`config.mk`:
```
export PLATFORM = sky130hd
export DESIGN_NAME = arith_expr_tokenizer
export DESIGN_NICKNAME = d
export VERILOG_FILES = /design/src/design/aet_pkg.sv /design/src/design/arith_expr_tokenizer.sv
export SDC_FILE = /design/constraint.sdc
export NUM_CORES = 1
export LEC_CHECK = 0
export BUFFER_PORTS_ARGS = -buffer_cell sky130_fd_sc_hd__clkbuf_2
export CORE_MARGIN = 2
export CORE_UTILIZATION = 55
export CTS_CLUSTER_SIZE = 14
export DETAILED_ROUTE_END_ITERATION = 6
export PLACE_DENSITY = 0.69
export RECOVER_POWER = 100
export SYNTH_ARGS = -nofsm -noshare
export SYNTH_HDL_FRONTEND = slang
export SYNTH_SLANG_ARGS = --single-unit
export TNS_END_PERCENT = 100
```
`constraint.sdc`:
```
create_clock -name clock -period 6.6 [get_ports clock]
set_input_delay 0.66 -clock clock [delete_from_list [all_inputs] [get_ports clock]]
set_output_delay 0.66 -clock clock [all_outputs]
set_load 0.01 [all_outputs]
```
`src/design/aet_pkg.sv`:
```
// Shared types and constants for the arithmetic expression tokenizer.
package aet_pkg;

   // token kinds
   localparam logic [2:0] KIND_LPAREN   = 3'd0;
   localparam logic [2:0] KIND_RPAREN   = 3'd1;
   localparam logic [2:0] KIND_CARET    = 3'd2;
   localparam logic [2:0] KIND_ASTERISK = 3'd3;
   localparam logic [2:0] KIND_SLASH    = 3'd4;
   localparam logic [2:0] KIND_PLUS     = 3'd5;
   localparam logic [2:0] KIND_MINUS    = 3'd6;
   localparam logic [2:0] KIND_NUMBER   = 3'd7;

   // source characters
   localparam logic [7:0] CHAR_LPAREN   = 8'h28;
   localparam logic [7:0] CHAR_RPAREN   = 8'h29;
   localparam logic [7:0] CHAR_CARET    = 8'h5E;
   localparam logic [7:0] CHAR_ASTERISK = 8'h2A;
   localparam logic [7:0] CHAR_SLASH    = 8'h2F;
   localparam logic [7:0] CHAR_PLUS     = 8'h2B;
   localparam logic [7:0] CHAR_MINUS    = 8'h2D;
   localparam logic [7:0] CHAR_DOT      = 8'h2E;
   localparam logic [7:0] CHAR_ZERO     = 8'h30;
   localparam logic [7:0] CHAR_NINE     = 8'h39;

   localparam logic [7:0] FRAC_MAX = 8'hFF;

   typedef struct packed {
      logic [2:0]  kind;
      logic        neg;
      logic [31:0] mant;
      logic [7:0]  frac;
      logic        ovf;
      logic        last;
   } token_type;

endpackage

```
`src/design/arith_expr_tokenizer.sv`:
```
// Arithmetic expression tokenizer: longest-match lexer with a small token queue.
// Tokens are written into the registered token queue and leave rsp from its head.
// Throughput: one request per cycle while req_tready is high; a request that yields two tokens
// takes two queue slots, absorbed by a four-entry token queue (ready while two slots are free).
// Reset: synchronous, active high; clears the scan state and empties the queue.
// The lexer state is updated by one multiply-by-ten add and compare per request.
module arith_expr_tokenizer #(
   parameter int unsigned MANT_BITS = 32
) (
   input  logic        clock,
   input  logic        reset,
   input  logic        req_tvalid,
   output logic        req_tready,
   input  logic [7:0]  req_tdata,   // [7:0] char_code
   input  logic        req_tlast,   // end_of_source
   output logic        rsp_tvalid,
   input  logic        rsp_tready,
   output logic [47:0] rsp_tdata,   // [0] is_negative, [32:1] mantissa,
                                    // [40:33] frac_digits, [41] value_overflow
   output logic [2:0]  rsp_tuser,   // [2:0] token_kind
   output logic        rsp_tlast    // last_of_run
);

   localparam logic [2:0] PH_IDLE      = 3'd0;
   localparam logic [2:0] PH_MINUS     = 3'd1;
   localparam logic [2:0] PH_MINUS_DOT = 3'd2;
   localparam logic [2:0] PH_DOT       = 3'd3;
   localparam logic [2:0] PH_INT       = 3'd4;
   localparam logic [2:0] PH_INT_DOT   = 3'd5;
   localparam logic [2:0] PH_FRAC      = 3'd6;

   localparam int unsigned PW = MANT_BITS + 4;
   localparam logic [MANT_BITS-1:0] MANT_MAX = '1;

   logic [2:0]           phase_ff, phase_in;
   logic                 neg_ff, neg_in;
   logic [MANT_BITS-1:0] acc_ff, acc_in;
   logic [7:0]           fc_ff, fc_in;
   logic                 ovf_ff, ovf_in;

   aet_pkg::token_type   queue_ff [4];
   logic [1:0]           wr_ptr_ff, rd_ptr_ff;
   logic [2:0]           count_ff, count_in;

   logic       req_fire, rsp_fire;
   logic [7:0] c;
   logic       is_dig, is_dot, is_minus;
   logic [3:0] digit;
   logic       op_valid;
   logic [2:0] op_kind;

   logic       add_en, add_start, add_frac, start_neg;
   logic       emit_a, a_num, go_idle, emit_b, emit_c, c_num;
   logic [2:0] ph_lex;

   logic [MANT_BITS-1:0] acc_base, acc_add, acc_lex;
   logic [7:0]           fc_base, fc_lex;
   logic                 ovf_base, ovf_lex, neg_lex;
   logic [PW-1:0]        prod;

   aet_pkg::token_type tok_a, tok_bc, tok0, tok1;
   logic [1:0]         n_emit;

   assign req_fire = req_tvalid && req_tready;
   assign rsp_fire = rsp_tvalid && rsp_tready;
   assign c        = req_tdata;
   assign is_dig   = (c >= aet_pkg::CHAR_ZERO) && (c <= aet_pkg::CHAR_NINE);
   assign is_dot   = (c == aet_pkg::CHAR_DOT);
   assign is_minus = (c == aet_pkg::CHAR_MINUS);
   assign digit    = c[3:0];

   always_comb begin
      op_valid = 1'b1;
      op_kind  = aet_pkg::KIND_LPAREN;
      unique case (c)
         aet_pkg::CHAR_LPAREN:   op_kind = aet_pkg::KIND_LPAREN;
         aet_pkg::CHAR_RPAREN:   op_kind = aet_pkg::KIND_RPAREN;
         aet_pkg::CHAR_CARET:    op_kind = aet_pkg::KIND_CARET;
         aet_pkg::CHAR_ASTERISK: op_kind = aet_pkg::KIND_ASTERISK;
         aet_pkg::CHAR_SLASH:    op_kind = aet_pkg::KIND_SLASH;
         aet_pkg::CHAR_PLUS:     op_kind = aet_pkg::KIND_PLUS;
         default:                op_valid = 1'b0;
      endcase
   end

   // scan step: what the pending token does with this character
   always_comb begin
      ph_lex    = phase_ff;
      add_en    = 1'b0;
      add_start = 1'b0;
      add_frac  = 1'b0;
      start_neg = 1'b0;
      emit_a    = 1'b0;
      a_num     = 1'b0;
      go_idle   = 1'b0;
      emit_b    = 1'b0;
      unique case (phase_ff)
         PH_INT: begin
            if (is_dig) begin
               add_en = 1'b1;
            end else if (is_dot) begin
               ph_lex = PH_INT_DOT;
            end else begin
               emit_a  = 1'b1;
               a_num   = 1'b1;
               go_idle = 1'b1;
            end
         end
         PH_INT_DOT, PH_FRAC: begin
            if (is_dig) begin
               add_en   = 1'b1;
               add_frac = 1'b1;
               ph_lex   = PH_FRAC;
            end else begin
               emit_a  = 1'b1;
               a_num   = 1'b1;
               go_idle = 1'b1;
            end
         end
         PH_MINUS: begin
            if (is_dig) begin
               add_en    = 1'b1;
               add_start = 1'b1;
               start_neg = 1'b1;
               ph_lex    = PH_INT;
            end else if (is_dot) begin
               ph_lex = PH_MINUS_DOT;
            end else begin
               emit_a  = 1'b1;
               go_idle = 1'b1;
            end
         end
         PH_MINUS_DOT: begin
            if (is_dig) begin
               add_en    = 1'b1;
               add_start = 1'b1;
               start_neg = 1'b1;
               add_frac  = 1'b1;
               ph_lex    = PH_FRAC;
            end else begin
               emit_a  = 1'b1;
               go_idle = 1'b1;
            end
         end
         PH_DOT: begin
            if (is_dig) begin
               add_en    = 1'b1;
               add_start = 1'b1;
               add_frac  = 1'b1;
               ph_lex    = PH_FRAC;
            end else begin
               go_idle = 1'b1;
            end
         end
         default: go_idle = 1'b1;
      endcase
      // the terminating character is lexed again from idle
      if (go_idle) begin
         ph_lex = PH_IDLE;
         priority if (op_valid) begin
            emit_b = 1'b1;
         end else if (is_minus) begin
            ph_lex = PH_MINUS;
         end else if (is_dot) begin
            ph_lex = PH_DOT;
         end else if (is_dig) begin
            add_en    = 1'b1;
            add_start = 1'b1;
            ph_lex    = PH_INT;
         end else begin
            // unmatched byte is dropped
            ph_lex = PH_IDLE;
         end
      end
   end

   // saturating decimal accumulate: acc*10 + d, clamp when above all ones
   always_comb begin
      acc_base = add_start ? '0 : acc_ff;
      fc_base  = add_start ? 8'd0 : fc_ff;
      ovf_base = add_start ? 1'b0 : ovf_ff;
      neg_lex  = add_start ? start_neg : neg_ff;
      prod     = ({4'd0, acc_base} << 3) + ({4'd0, acc_base} << 1) + PW'(digit);
      if (prod > {4'd0, MANT_MAX}) begin
         acc_add = MANT_MAX;
         ovf_lex = 1'b1;
      end else begin
         acc_add = prod[MANT_BITS-1:0];
         ovf_lex = ovf_base;
      end
      fc_lex = fc_base;
      if (add_frac) begin
         if (fc_base == aet_pkg::FRAC_MAX) begin
            ovf_lex = 1'b1;
         end else begin
            fc_lex = fc_base + 8'd1;
         end
      end
      acc_lex = acc_add;
      if (!add_en) begin
         acc_lex = acc_ff;
         fc_lex  = fc_ff;
         ovf_lex = ovf_ff;
         neg_lex = neg_ff;
      end
   end

   // end of source flushes whatever is still pending
   always_comb begin
      emit_c   = 1'b0;
      c_num    = 1'b0;
      phase_in = ph_lex;
      neg_in   = neg_lex;
      acc_in   = acc_lex;
      fc_in    = fc_lex;
      ovf_in   = ovf_lex;
      if (req_tlast) begin
         c_num  = (ph_lex == PH_INT) || (ph_lex == PH_INT_DOT) || (ph_lex == PH_FRAC);
         emit_c = c_num || (ph_lex == PH_MINUS) || (ph_lex == PH_MINUS_DOT);
         phase_in = PH_IDLE;
         neg_in   = 1'b0;
         acc_in   = '0;
         fc_in    = 8'd0;
         ovf_in   = 1'b0;
      end
   end

   always_comb begin
      tok_a      = '0;
      tok_a.kind = aet_pkg::KIND_MINUS;
      if (a_num) begin
         tok_a.kind = aet_pkg::KIND_NUMBER;
         tok_a.neg  = neg_ff;
         tok_a.mant = 32'(acc_ff);
         tok_a.frac = fc_ff;
         tok_a.ovf  = ovf_ff;
      end
      tok_bc = '0;
      if (emit_b) begin
         tok_bc.kind = op_kind;
      end else if (c_num) begin
         tok_bc.kind = aet_pkg::KIND_NUMBER;
         tok_bc.neg  = neg_lex;
         tok_bc.mant = 32'(acc_lex);
         tok_bc.frac = fc_lex;
         tok_bc.ovf  = ovf_lex;
      end else begin
         tok_bc.kind = aet_pkg::KIND_MINUS;
      end
      n_emit = {1'b0, emit_a} + {1'b0, emit_b || emit_c};
      tok0      = emit_a ? tok_a : tok_bc;
      tok0.last = (n_emit == 2'd1);
      tok1      = tok_bc;
      tok1.last = 1'b1;
   end

   assign count_in = count_ff + {1'b0, req_fire ? n_emit : 2'd0} - {2'd0, rsp_fire};

   always_ff @(posedge clock) begin
      if (reset) begin
         phase_ff  <= PH_IDLE;
         neg_ff    <= 1'b0;
         acc_ff    <= '0;
         fc_ff     <= 8'd0;
         ovf_ff    <= 1'b0;
         wr_ptr_ff <= 2'd0;
         rd_ptr_ff <= 2'd0;
         count_ff  <= 3'd0;
      end else begin
         if (req_fire) begin
            phase_ff  <= phase_in;
            neg_ff    <= neg_in;
            acc_ff    <= acc_in;
            fc_ff     <= fc_in;
            ovf_ff    <= ovf_in;
            wr_ptr_ff <= wr_ptr_ff + n_emit;
         end
         if (rsp_fire) begin
            rd_ptr_ff <= rd_ptr_ff + 2'd1;
         end
         count_ff <= count_in;
      end
   end

   always_ff @(posedge clock) begin
      if (req_fire && (n_emit != 2'd0)) begin
         queue_ff[wr_ptr_ff] <= tok0;
      end
      if (req_fire && (n_emit == 2'd2)) begin
         queue_ff[wr_ptr_ff + 2'd1] <= tok1;
      end
   end

   assign req_tready = (count_ff <= 3'd2);
   assign rsp_tvalid = (count_ff != 3'd0);
   assign rsp_tuser  = queue_ff[rd_ptr_ff].kind;
   assign rsp_tlast  = queue_ff[rd_ptr_ff].last;
   assign rsp_tdata  = {6'd0, queue_ff[rd_ptr_ff].ovf, queue_ff[rd_ptr_ff].frac,
                        queue_ff[rd_ptr_ff].mant, queue_ff[rd_ptr_ff].neg};

   a_queue_bound: assert property (@(posedge clock) disable iff (reset)
      count_ff <= 3'd4)
      else $error("token queue overfilled");

   a_flush_idle: assert property (@(posedge clock) disable iff (reset)
      req_fire && req_tlast |=> phase_ff == PH_IDLE && acc_ff == '0)
      else $error("scan state not cleared after end of source");

   a_count_track: assert property (@(posedge clock) disable iff (reset)
      req_fire && !rsp_fire |=> count_ff == $past(count_ff) + {1'b0, $past(n_emit)})
      else $error("queue count does not follow emitted tokens");

   a_op_fields_zero: assert property (@(posedge clock) disable iff (reset)
      rsp_tvalid && rsp_tuser != aet_pkg::KIND_NUMBER |-> rsp_tdata == 48'd0)
      else $error("operator token carries number fields");

endmodule

```
==> summary.md <==
| Metric | Value |
|---|---|
| Outcome | `finished with violations` |
| Failing checks | `design-rule violations, max-capacitance violations, max-slew violations` |
| Startpoint types | `flip-flop` |
| TritonCTS buffer count | `24` |
| Hold_ws | `0.474 ns` |
| Number of enable flip-flop cells after synthesis | `180` |
| Antenna diode count | `0` |
| # clock sinks | `238` |
| CTS tree | `built` |
| Share of layout cells above drive strength 1 | `10.2%` |
| Die span in y | `167 µm` |
| Top-area cell type share of the netlist area | `36.9%` |
| Die area | `28000 µm²` |
| Clk pin slew, worst setup/hold paths | `0.07 ns` |
| Synth Area in Adders | `6.47%` |
| RSZ-0062 raised after global routing | `no` |
| GPL Wtd Cong | `0.960` |
| Hpwl dp | `30300 µm` |
| Vias in the first global route | `11.7k` |
| Cell variety after synth | `80` |
| Critical setup path kind | `reg -> reg` |
| Initial core utilization | `56.1%` |
| Placed Area | `15400 µm²` |
| Die X | `167 µm` |
| Final Hold Fails | `0` |
| Layout Area Growth over Synthesis | `8.87%` |
| Ys async rst share | `0%` |
| FP Rows | `59` |
| Peak VDD IR | `0.000190 V` |
| Design area | `16000 µm²` |
| DR WL/cell | `23.4 µm` |
| Final setup TNS | `0 ns` |
| # IOs | `67` |
| H-tree Lvls | `1` |
| Post-CTS setup buffer count | `0` |
| Main combinational cell family by area after synthesis | `compound AO/OA/AOI/OAI gates` |
| Syn Area/Cell | `9.81 µm²` |
| Cell accounting for the most synthesized area | `edfxtp_1` |
| Fill cells | `2198` |
| Initial antenna violation count | `0` |
| Minimum clock period | `6.29 ns` |
| Layout Nets | `1620` |
| # hold bufs at CTS | `0` |
| Synth area leaders | `edfxtp_1 (37%), dfxtp_1 (7.9%), mux4_2 (7.1%)` |
| CP Data Arrival Time | `6.59 ns` |
| Hold WC Path Type | `reg -> reg` |
| Vias per cell | `6.57` |
| Static leakage | `0.00545 µW` |
| Initial DRT Pass Iterations | `7` |
| DR vias | `12.4k` |
| Synth Area in Simple Gates | `15.9%` |
| R2r setup slk | `0.31 ns` |
| 1st-iter DRT viols | `1564` |
| Setup violators final | `0` |
| Post-synth top flop | `edfxtp_1` |
| Achievable Freq | `159 MHz` |
| Compound-Gate Fraction of Synth Area | `19.5%` |
| Cells after synthesis | `1494` |
| Final wirelength | `44100 µm` |
| Mux cell area share after synthesis | `7.07%` |
| Total Routing Usage GR | `31.3%` |
| Count leader, synth | `edfxtp_1` |
| Crit. End Element | `flip-flop` |
| Routed Antenna Nets | `0` |
| Max-slew headroom | `-126%` |
| Critical path data required time | `6.90 ns` |
| Worst-Margin Slew | `3.39 ns` |
| Grt ovf | `0` |
| Clock Tree Root | `clkbuf_16` |
| Post-CTS sizing | `0` |
| Post-Synth XOR/XNOR Area | `2.51%` |
| Core Region | `26100 µm²` |
| I/O Buffers | `60` |
| Max-slew violation count | `140` |
| FF+latch count, synth | `238` |
| Mapped Area | `14700 µm²` |
| Largest net degree at the start of global routing | `47` |
| CTS max path bufs | `3` |
| Worst Skew | `0.0387 ns` |
| Fin crit share | `95.4%` |
| Skew-Pair Late Insertion Delay | `0.54 ns` |
| Drc violations | `6` |
| Maximum net fanout on the critical path | `30` |
| Global-route wire length before repair | `67900 µm` |
| PD cells | `234 nW/µm²` |
| Commonest cells post-synth | `edfxtp_1 (180), a21oi_1 (178), nand2_1 (167)` |
| Number of max-cap violations | `4` |
| Post-synthesis sequential area ratio | `44.8%` |
| Synth warn | `0` |
## worst max-delay path, cell delays in order (launching register included)
cell      delay, ns
dfxtp_1        0.44
or4b_1         0.59
a21o_2         0.22
and2_4         0.17
o21ai_2        0.23
buf_12         0.19
and2_1         0.17
ha_1           0.25
ha_1           0.24
fa_1           0.41
a21o_1         0.21
a221oi_2       0.33
or4_1          0.22
a21oi_1        0.09
o31ai_1        0.30
xnor2_1        0.16
or3_1          0.43
clkbuf_2       0.38
o31ai_1        0.72
o31ai_1        0.11
and2_0         0.18
## cells in the final DEF, fill, tap and decap left out, drive strengths merged, types with 6 or more instances in the layout
| cell | instances |
|---|---|
| edfxtp | 180 |
| a21oi | 178 |
| nand2 | 167 |
| nor2 | 149 |
| clkbuf | 108 |
| o21ai | 100 |
| ha | 71 |
| dfxtp | 58 |
| and2 | 50 |
| mux4 | 46 |
| nor3 | 40 |
| buf | 40 |
| nand3 | 33 |
| xnor2 | 32 |
| o31ai | 25 |
| inv | 24 |
| a22o | 21 |
| o22ai | 19 |
| a22oi | 17 |
| o21a | 15 |
| a21o | 15 |
| clkinv | 13 |
| nand4 | 12 |
| xor2 | 10 |
| or3 | 8 |
| o211ai | 8 |
| a31oi | 7 |
| a211oi | 7 |
| nor2b | 6 |
| nand2b | 6 |
| conb | 6 |
| a2111oi | 6 |
## layer usage
| layer | routed length [µm] | share of wire [%] | global-route usage, % |
|---|---|---|---|
| met3 | 5600 | 13 | 6.50 |
| met5 | 0 | 0 | 0 |
| met4 | 1220 | 2.8 | 8.66 |
| met2 | 18900 | 43 | 47.2 |
| met1 | 18300 | 42 | 46.0 |
## power by group
part | switching [µW] | leakage, µW | internal, µW
clock | 579 | 0.000355 | 732
sequential | 101 | 0.00207 | 1620
combinational | 357 | 0.00302 | 353
## state kept, by name (all words and copies together) (netlist names), named ones only
signal and flops:
fc_ff 8, acc_ff 32, phase_ff 3, neg_ff 1
ovf_ff 1, queue_ff 184, wr_ptr_ff 2, rd_ptr_ff 2
count_ff 3
## cell type report
| cell class | instances | area (µm²) | share of cell area, % |
|---|---|---|---|
| Timing Repair Buffer | 115 | 617 | 3.87 |
| Sequential cell | 238 | 6570 | 41.2 |
| Clock buffer | 33 | 656 | 4.11 |
| Tap cell | 335 | 419 | 2.63 |
| Clock inverter | 11 | 76.3 | 0.478 |
| Multi-Input combinational cell | 1126 | 7520 | 47.1 |
| Inverter | 28 | 105 | 0.659 |
## kinds of logic after synthesis
| group | count (synthesis) |
|---|---|
| adder cells (fa/ha/maj) | 74 |
| flip-flops | 238 |
| multiplexers | 46 |
| other | 1 |
| XOR/XNOR | 42 |
| AND/OR/NAND/NOR | 498 |
| AO/OA/AOI/OAI | 460 |
| buffers and inverters | 135 |
## path summary, 6_finish.rpt
check	start	end	cells past startpoint
hold reg to reg	queue_ff[0][0]	queue_ff[0][0]	2
setup / recovery	phase_ff[1]	queue_ff[1][10]	20
hold / removal	queue_ff[0][0]	queue_ff[0][0]	2
setup reg to reg	phase_ff[1]	queue_ff[1][10]	20
## metrics by stage
stage	utilization [%]	total power, µW	setup WS (ns)	instances
3_5_place_dp	58.9	2470	0.0504	1842
2_1_floorplan	-	2210	0.489	1499
3_3_place_gp	58.9	2470	0.211	1842
4_1_cts	61.7	3750	0.524	1886
5_1_grt	61.1	3860	0.0101	1886
6_report	61.1	3740	0.305	1886
No activity file was read; power rests on OpenSTA's default activity.
